--- src/rtl/core/lph_pkg.sv ---
// Shared types and constants of the linear probing hash table.
package lph_pkg;

    localparam logic [2:0] REQ_INSERT = 3'd0;
    localparam logic [2:0] REQ_LOOKUP = 3'd1;
    localparam logic [2:0] REQ_REMOVE = 3'd2;
    localparam logic [2:0] REQ_REWIND = 3'd3;
    localparam logic [2:0] REQ_NEXT   = 3'd4;

    localparam logic [1:0] RES_NONE  = 2'd0;
    localparam logic [1:0] RES_FOUND = 2'd1;
    localparam logic [1:0] RES_FULL  = 2'd2;

    localparam logic [1:0] SLOT_EMPTY = 2'd0;
    localparam logic [1:0] SLOT_USED  = 2'd1;
    localparam logic [1:0] SLOT_TOMB  = 2'd2;

    localparam logic [63:0] FNV_BASIS = 64'd14695981039346656037;
    // The FNV prime is 2^40 + 0x1B3.
    localparam int          FNV_SHIFT = 40;
    localparam logic [8:0]  FNV_LOW   = 9'h1B3;

    typedef struct packed {
        logic [2:0]  req;
        logic [63:0] key;
        logic [63:0] value;
        logic [63:0] hash;
    } cmd_t;

    function automatic logic [63:0] key_mask(input logic [3:0] nb);
        logic [63:0] m;
        m = '0;
        for (int i = 0; i < 8; i++) begin
            if (4'(i) < nb) begin
                m[i*8 +: 8] = 8'hFF;
            end
        end
        return m;
    endfunction

endpackage

--- src/rtl/core/lph_fifo.sv ---
// Two-entry command queue between front end and back end.
module lph_fifo (
    input  logic          clk,
    input  logic          rst_n,
    input  logic          push,
    input  lph_pkg::cmd_t push_cmd,
    input  logic          pop,
    output lph_pkg::cmd_t head,
    output logic          empty,
    output logic          full
);

    lph_pkg::cmd_t mem_reg [2];
    logic       wr_reg;
    logic       rd_reg;
    logic [1:0] cnt_reg;

    assign head  = mem_reg[rd_reg];
    assign empty = (cnt_reg == 2'd0);
    assign full  = (cnt_reg == 2'd2);

    always_ff @(posedge clk)
    begin
        if (push)
        begin
            mem_reg[wr_reg] <= push_cmd;
        end
    end

    always_ff @(posedge clk or negedge rst_n)
    begin
        if (!rst_n)
        begin
            wr_reg  <= 1'b0;
            rd_reg  <= 1'b0;
            cnt_reg <= 2'd0;
        end
        else
        begin
            if (push)
            begin
                wr_reg <= ~wr_reg;
            end
            if (pop)
            begin
                rd_reg <= ~rd_reg;
            end
            cnt_reg <= cnt_reg + {1'b0, push} - {1'b0, pop};
        end
    end

endmodule

--- config.mk ---
export PLATFORM = sky130hd
export DESIGN_NAME = lph_fifo
export DESIGN_NICKNAME = d
export VERILOG_FILES = /design/src/rtl/core/lph_pkg.sv /design/src/rtl/core/lph_fifo.sv
export SDC_FILE = /design/constraint.sdc
export NUM_CORES = 1
export LEC_CHECK = 0
export ABC_CLOCK_PERIOD_IN_PS = 22300
export BUFFER_PORTS_ARGS = -buffer_cell sky130_fd_sc_hd__buf_2
export CORE_ASPECT_RATIO = 0.8
export CORE_UTILIZATION = 45
export CTS_CLUSTER_SIZE = 8
export DETAILED_ROUTE_END_ITERATION = 8
export GPL_ROUTABILITY_DRIVEN = 0
export HOLD_SLACK_MARGIN = 0.03
export PLACE_DENSITY = 0.7
export SLEW_MARGIN = 10
export SYNTH_ARGS = -nofsm -noshare
export SYNTH_HDL_FRONTEND = slang
export SYNTH_SLANG_ARGS = --single-unit
--- constraint.sdc ---
create_clock -name clk -period 22.3 [get_ports clk]
set_clock_uncertainty 0.2 [all_clocks]
set_input_delay 3.345 -clock clk [delete_from_list [all_inputs] [get_ports clk]]
set_output_delay 3.345 -clock clk [all_outputs]
set_load 0.1 [all_outputs]
==> summary.txt <==
Worst setup path
  – Family with the most delay on the worst path: buffers and inverters
  – Critical path launch point type: register
  – Reg-to-reg startpoint: wr_reg
  – CP cell instances: buf_4 > buf_4 > mux2_4 > buf_2
  – Largest stage delay, worst path: 0.82 ns
  – Buf/Inv on CP: 3
  – Worst Path Required: 18.75 ns
  – Slowest stage cell, crit path: buf_4
  – CP Capture Type: output pin
  – Critical path launch point: rd_reg
  – Arrival @ worst endpoint: 3.78 ns
  – Setup CP Type: register to output pin
  – Critical Path Fanout Max: 60
  – CP most frequent cell: buf_4

Global routing
  – GR Util met2: 26.2%
  – Met3 Track Usage GR: 6.00%
  – GR Util met1: 21.5%
  – GRT Max-Usage Layer: met2
  – Largest net degree at the start of global routing: 78
  – GRT Util Overall: 16.8%
  – Initial antenna violation count: 6
  – Total grt overflow: 0
  – Global-route wire length before repair: 42100 µm
  – Vias in the first global route: 7329

Timing
  – Fin Hold WS: 0.339 ns
  – Final setup viols: 0
  – Maximum clock rate: 136 MHz
  – Final Hold Violating Endpoints: 0
  – Max-slew violations: 0
  – Max transition margin: 25.6%
  – Setup_tns: 0 ns
  – Tightest Pin Transition: 1.12 ns
  – Final period util: 32.9%
  – RSZ-0062 raised after global routing: no
  – Fin crit period: 7.33 ns

Synthesis
  – Main synth FF type: edfxtp_1
  – Synth top area share: 78.9%
  – EDFF count, synth: 390
  – Syn avg cell area: 23.9 µm²
  – Syn Nets: 823
  – Post-synth ARST share: 1.02%
  – Number of distinct library cells after synthesis: 13
  – Synth top area cells: edfxtp_1, mux2_4, mux2_2
  – Synth Warn #: 0
  – Sequential fraction of the synthesis area: 79.6%
  – Mapped Cells: 622
  – Top-count cell post-synth: edfxtp_1
  – Synth area leader: edfxtp_1
  – Count of state elements after synthesis: 394
  – Most common library cells after synthesis: edfxtp_1, mux2_4, mux2_2
  – Mapped Area: 14800 µm²

Flow run
  – # Max-Cap Violations: 0

Floorplan
  – Die Width: 205 µm
  – Starting Density: 45.7%
  – Chip height: 164 µm
  – Row count: 59
  – Die Area: 33700 µm²
  – Ports: 396
  – Core Footprint: 32500 µm²

Routing
  – Vias post-DR: 7353
  – Antenna viol nets, final: 0
  – Drt initial violations: 302
  – Drt first pass iters: 4
  – Post-Route WL: 29600 µm
  – Vias per cell: 4.87
  – # DRC: 0
  – Drt wl/cell: 19.6 µm

Min path
  – Worst min-delay path startpoint: wr_reg
  – Worst min path class: register to register

Clock network
  – Clk sinks: 394
  – CTS resizes: 0
  – Worst-path clk slew: 0.05 ns
  – Hold_buf cts: 0
  – Num CTS Buffers: 55
  – TritonCTS clock tree: yes
  – Clk_lat worst skew: 0.55 ns
  – Max H-tree Level: 2
  – Clock Tree Root: clkbuf_16
  – Post-CTS setup buffer count: 0
  – Clock buffer depth: 3

Cells and area
  – Largest register FFs: 390
  – Layout cells sized above 1: 61.5%
  – Non-Filler Instances: 1509
  – Fill cells: 2449
  – P&R area growth vs syn: 25.9%
  – Nets: 1261

Placement
  – IO buf count: 395
  – Hpwl dp: 19600 µm
  – Placed Cells: 1430

Status
  – Outcome: complete, no violations
## stage by stage
step           cell area [µm²]  util (%)  setup WS (ns)
2_1_floorplan            14800         -           9.57
3_3_place_gp             17200      53.0          15.57
3_5_place_dp             17200      53.0          15.52
4_1_cts                  18700      57.5          14.91
5_1_grt                  18700      57.5          14.81
6_report                 18700      57.5          14.97
## routing by layer
layer	vias to the layer above	part of all wire (%)
met5	-	0.16
met4	6	2.3
met3	54	9.4
met2	314	48
met1	3614	40
li1	3365	-
## cells by family (layout without fill, tap and decap cells)
family	Yosys count	count (layout)	share of synthesized area (%)
and+or+nand+nor	4	4	0.152
DFF	394	394	79.6
buffers and inverters	24	476	1.51
adders and majority gates	2	2	0.169
xor gates and xnor gates	3	3	0.278
other	0	8	0
muxes	195	195	18.3
## cells in the final DEF, fill, tap and decap left out
master      count
nor2_1          1
diode_2         8
ha_1            2
mux2_2         55
xor2_1          2
inv_1           2
dfrtp_4         1
edfxtp_1      390
nor2b_4         1
buf_4           8
clkbuf_16      55
inv_6           3
and2_4          1
nor2b_1         1
clkinvlp_4      1
clkbuf_1       12
buf_2         395
xor3_1          1
mux2_4        140
dfrtp_1         3
## cell type report
type                       instances  area (µm²)  area share [%]
sequential                       394       11800            63.2
multi-input combinational        204        2820            15.1
timing repair buffer             403        2040            10.9
clock buffer                      67        1420            7.61
tap                              427         534            2.86
clock inverter                     4        33.8           0.181
antenna                            8        20.0           0.107
inverter                           2        7.51          0.0402
## path summary, 6_finish.rpt
check                                 end  slack [ns]  cells past startpoint
setup reg to reg           mem_reg[0][74]       19.41                      3
max in group asynchronous          rd_reg       19.36                      1
hold reg to reg                    wr_reg        0.34                      1
min in group asynchronous      cnt_reg[0]        2.39                      1
setup / recovery                 head[59]       14.97                      4
hold / removal                     wr_reg        0.34                      1
Power is left out: the tool's default activity adds up to more than one toggle a clock period on the data nets, which glitch-free logic cannot reach.
