`src/rtl/core/lph_pkg.sv`:
```
// Shared types and constants of the linear probing hash table.
package lph_pkg;

    localparam logic [2:0] REQ_INSERT = 3'd0;
    localparam logic [2:0] REQ_LOOKUP = 3'd1;
    localparam logic [2:0] REQ_REMOVE = 3'd2;
    localparam logic [2:0] REQ_REWIND = 3'd3;
    localparam logic [2:0] REQ_NEXT   = 3'd4;

    localparam logic [1:0] RES_NONE  = 2'd0;
    localparam logic [1:0] RES_FOUND = 2'd1;
    localparam logic [1:0] RES_FULL  = 2'd2;

    localparam logic [1:0] SLOT_EMPTY = 2'd0;
    localparam logic [1:0] SLOT_USED  = 2'd1;
    localparam logic [1:0] SLOT_TOMB  = 2'd2;

    localparam logic [63:0] FNV_BASIS = 64'd14695981039346656037;
    // The FNV prime is 2^40 + 0x1B3.
    localparam int          FNV_SHIFT = 40;
    localparam logic [8:0]  FNV_LOW   = 9'h1B3;

    typedef struct packed {
        logic [2:0]  req;
        logic [63:0] key;
        logic [63:0] value;
        logic [63:0] hash;
    } cmd_t;

    function automatic logic [63:0] key_mask(input logic [3:0] nb);
        logic [63:0] m;
        m = '0;
        for (int i = 0; i < 8; i++) begin
            if (4'(i) < nb) begin
                m[i*8 +: 8] = 8'hFF;
            end
        end
        return m;
    endfunction

endpackage

```
`src/rtl/core/lph_front.sv`:
```
// Front end: accepts commands, masks the key and, for insert, lookup and remove, hashes it one byte a cycle.
module lph_front (
    input  logic               clk,
    input  logic               rst_n,
    input  logic               start,
    input  logic [2:0]         req_type,
    input  logic [63:0]        key,
    input  logic [63:0]        value,
    input  logic [3:0]         eff_bytes,
    input  logic [63:0]        mask,
    input  logic               clearing,
    input  logic               fifo_full,
    output logic               busy,
    output logic               push,
    output lph_pkg::cmd_t      push_cmd
);

    typedef enum logic [1:0] {F_IDLE, F_HASH, F_PUSH} fstate_t;

    fstate_t     state_reg;
    logic [2:0]  req_reg;
    logic [63:0] key_reg;
    logic [63:0] value_reg;
    logic [63:0] h_reg;
    logic [63:0] sh_reg;
    logic [3:0]  cnt_reg;
    logic [63:0] h_x;
    logic [63:0] h_next;

    assign busy = (state_reg != F_IDLE) || clearing;
    assign push = (state_reg == F_PUSH) && !fifo_full;
    assign push_cmd = '{req: req_reg, key: key_reg, value: value_reg, hash: h_reg};

    assign h_x    = h_reg ^ {56'd0, sh_reg[7:0]};
    assign h_next = (h_x << lph_pkg::FNV_SHIFT) + (h_x * 64'(lph_pkg::FNV_LOW));

    always_ff @(posedge clk or negedge rst_n)
    begin
        if (!rst_n)
        begin
            state_reg <= F_IDLE;
        end
        else
        begin
            unique case (state_reg)
                F_IDLE:
                begin
                    if (start && !busy)
                    begin
                        req_reg   <= req_type;
                        key_reg   <= key & mask;
                        value_reg <= value;
                        h_reg     <= lph_pkg::FNV_BASIS;
                        sh_reg    <= key & mask;
                        cnt_reg   <= eff_bytes;
                        state_reg <= (req_type <= lph_pkg::REQ_REMOVE) ? F_HASH : F_PUSH;
                    end
                end
                F_HASH:
                begin
                    h_reg   <= h_next;
                    sh_reg  <= sh_reg >> 8;
                    cnt_reg <= cnt_reg - 4'd1;
                    if (cnt_reg == 4'd1)
                    begin
                        state_reg <= F_PUSH;
                    end
                end
                F_PUSH:
                begin
                    if (!fifo_full)
                    begin
                        state_reg <= F_IDLE;
                    end
                end
                default:
                begin
                    state_reg <= F_IDLE;
                end
            endcase
        end
    end

endmodule

```
`config.mk`:
```
export PLATFORM = sky130hd
export DESIGN_NAME = lph_front
export DESIGN_NICKNAME = d
export VERILOG_FILES = /design/src/rtl/core/lph_pkg.sv /design/src/rtl/core/lph_front.sv
export SDC_FILE = /design/constraint.sdc
export NUM_CORES = 1
export LEC_CHECK = 0
export BUFFER_PORTS_ARGS = -buffer_cell sky130_fd_sc_hd__buf_4
export CAP_MARGIN = 20
export CORE_MARGIN = 2
export CORE_UTILIZATION = 35
export CTS_CLUSTER_DIAMETER = 200
export DETAILED_ROUTE_END_ITERATION = 10
export PLACE_DENSITY = 0.67
export SLEW_MARGIN = 20
export SYNTH_ARGS = -nofsm -noshare
export SYNTH_HDL_FRONTEND = slang
export SYNTH_SLANG_ARGS = --single-unit
```
`constraint.sdc`:
```
create_clock -name clk -period 11.24 [get_ports clk]
set_clock_uncertainty 0.15 [all_clocks]
set_input_delay 2.81 -clock clk [delete_from_list [all_inputs] [get_ports clk]]
set_output_delay 2.81 -clock clk [all_outputs]
set_load 0.02 [all_outputs]
```
==> metrics.txt <==
post-detailed-route wirelength per cell=~20 um; grt met1 use=0.246; max-slew violation count=0; setup_tns=0 ns; Clock Sinks=between 200 and 300; r2r setup slk=around 4.6 ns; area leader, netlist=edfxtp_1; die area=about 63000 sq um; Clock Path Buffers=3; die height=between 200 and 300 um; port bufs=400; critical register-to-register path endpoint=h_reg[63]$_SDFFCE_PN1P_; layout cell share with drive strength beyond 1=0.195; Max Fclk=between 150 and 200 MHz; synth warn=0; Worst-Skew Late Latency=0.58 ns; status=finished, final reports clean; GR Layer Usage met2=0.358; Max-cap violations=0; initial antenna violation count=3; Post-synth EDFFs=263; cell mode on critical path=ha_1; WP data required=approximately 11 ns; Hold Crit Start=sh_reg[62]$_SDFFCE_PP0P_; busiest layer in global routing=met2; met3 Resource Use GR=0.0345; Die Wd=~250 um; Mapped Nets=approximately 2600; vias in the first global route=16600; slew margin rel.=0.304; Synth Register Bits=265; Worst Hold Class=reg -> reg; Final Hold Viols=0; Total Routing Usage GR=0.202; first-pass GRT wire length=97300 um; Yosys top cell area share=0.369; top cells by count, synth=397 x inv_1, 263 x edfxtp_1, 245 x nand2_1; routed wire length=around 64000 um; CP delay by family, top=compound AO/OA/AOI/OAI gates; Detail Route Antenna Nets=0; post-DR vias/cell=between 4 and 5; ys async rst share=0.00755; Netlist cell types=67; CP max FO=8; Hold-fix buffers, CTS=0; DP HPWL=52700 um; NumNets Final=around 3000; Mapped Cells=roughly 2000; hold path depth=2; setup bufs post-CTS=0; core area=about 60000 sq um; grt total ovfl=0; Tightest Pin Transition=approximately 1.0 ns; final setup fails=0; ranking of synthesized cells by area=edfxtp_1 37%, fa_1 20%, ha_1 12%; Row Count=90; critical path capture point type=flop; Hold Path End=sh_reg[54]$_DFFE_PP_; Worst Path Class, Setup=reg -> reg; initial DRC count=around 780; # DRC=0; TritonCTS clock tree=yes; syn_area_per_cell=roughly 11 sq um; cell chain of the critical path=xnor2_1 > inv_1 > ha_1 > xnor2_1 > ha_1 > or2_2 > fa_1 > fa_1 > ha_1 > ha_1 > a21o_1 > a22o_1 > a311oi_1 > o221ai_1 > o211ai_1 > a21o_1 > o21ba_2 > xnor2_1 > nand2_1; Vias=around 15000; unrepaired setup endpoints after global routing=false; clock slew seen by the registers of the worst setup and hold paths=~0.060 ns; arrival time worst endpoint=6.74 ns; most common cell in the netlist=inv_1; crit path launch type=flop; r2r startpoint=h_reg[1]$_SDFFCE_PN0P_; CP max stage cell=a311oi_1; largest net degree at the start of global routing=roughly 130; Seq/Total Area, Yosys=0.371; drt first pass iters=5; top_reg_cell synth=edfxtp_1; layout overhead on the synthesized area=22.5%; H-tree depth=1; Inserted Clock Buffers=29; fin crit share=0.587; Ports=401; Critical Path Max Stage Delay=between 0.6 and 0.7 ns; worst r2r path cells=19; Buf/Inv on CP=1; synthesized area=21400 sq um; min cycle time layout=roughly 6.6 ns; filler instances=5696; CTS root buf=clkbuf_16; gpl congestion=0.931; # resized after CTS=0; Initial Util=0.354
[cell usage in the layout, fill, tap and decap left out, types with 40 or more instances in the layout]
| cell type | netlist | final |
|---|---|---|
| nand2_1 | 245 | 245 |
| a21o_1 | 58 | 58 |
| inv_1 | 397 | 397 |
| o21ai_0 | 40 | 40 |
| xor2_1 | 62 | 62 |
| and2_1 | 86 | 86 |
| edfxtp_1 | 263 | 263 |
| buf_4 | 0 | 404 |
| a21oi_1 | 76 | 76 |
| fa_1 | 211 | 211 |
| ha_1 | 201 | 201 |
| nor2_1 | 59 | 58 |
| xnor2_1 | 60 | 60 |
[metal layers]
layer / wire length (um) / share of wire
met1: 25300 / 0.40
met2: 32100 / 0.50
met3: 3540 / 0.056
met4: 2610 / 0.041
met5: 0 / 0
[worst min-delay path, stage by stage (launching register included)]
cell and delay (ns):
edfxtp_1 0.32, nand2_1 0.04, nand2_1 0.05
[how the worst max path moves through the flow]
stage	start	endpoint	slack, ns	depth (start not counted)
floorplan	clearing	key_reg[0]$_DFFE_PP_	1.72	2
global placement	clearing	busy	4.81	3
detailed placement	clearing	busy	4.79	3
CTS	h_reg[1]$_SDFFCE_PN0P_	h_reg[63]$_SDFFCE_PN1P_	4.78	19
global route	h_reg[1]$_SDFFCE_PN0P_	h_reg[63]$_SDFFCE_PN1P_	4.52	19
finish	h_reg[1]$_SDFFCE_PN0P_	h_reg[63]$_SDFFCE_PN1P_	4.64	19
[cell families after synthesis]
family,synth area share
DFF,0.371
muxes,0.00140
xor gates and xnor gates,0.0499
and+or+nand+nor,0.106
AOI/OAI and AO/OA,0.0787
buffers and inverters,0.0783
adders and majority gates,0.315
[layout make-up]
class                           instances  area, sq um  area share
Antenna cell                            3         7.51    0.000286
Clock buffer                           32          737      0.0281
Clock inverter                         20          191     0.00730
Inverter                              397         1490      0.0568
Multi-Input combinational cell       1277        11800       0.451
Sequential cell                       265         7950       0.303
Tap cell                              782          978      0.0373
Timing Repair Buffer                  405         3050       0.116
[metrics by stage]
| stage | utilization | std cells | instance area (sq um) | hold slack, ns | setup WS, ns |
|---|---|---|---|---|---|
| finish | 0.434 | 3181 | 26200 | 0.361 | 4.64 |
| global route | 0.434 | 3180 | 26200 | 0.372 | 4.52 |
| CTS | 0.434 | 3178 | 26200 | 0.354 | 4.78 |
| detailed placement | 0.418 | 3126 | 25300 | 0.346 | 4.79 |
| global placement | 0.418 | 3126 | 25300 | 0.342 | 4.81 |
| floorplan | - | 1988 | 21400 | 0.334 | 1.72 |
Power is left out: the tool's default activity adds up to more than one toggle a clock period on the data nets, which glitch-free logic cannot reach.
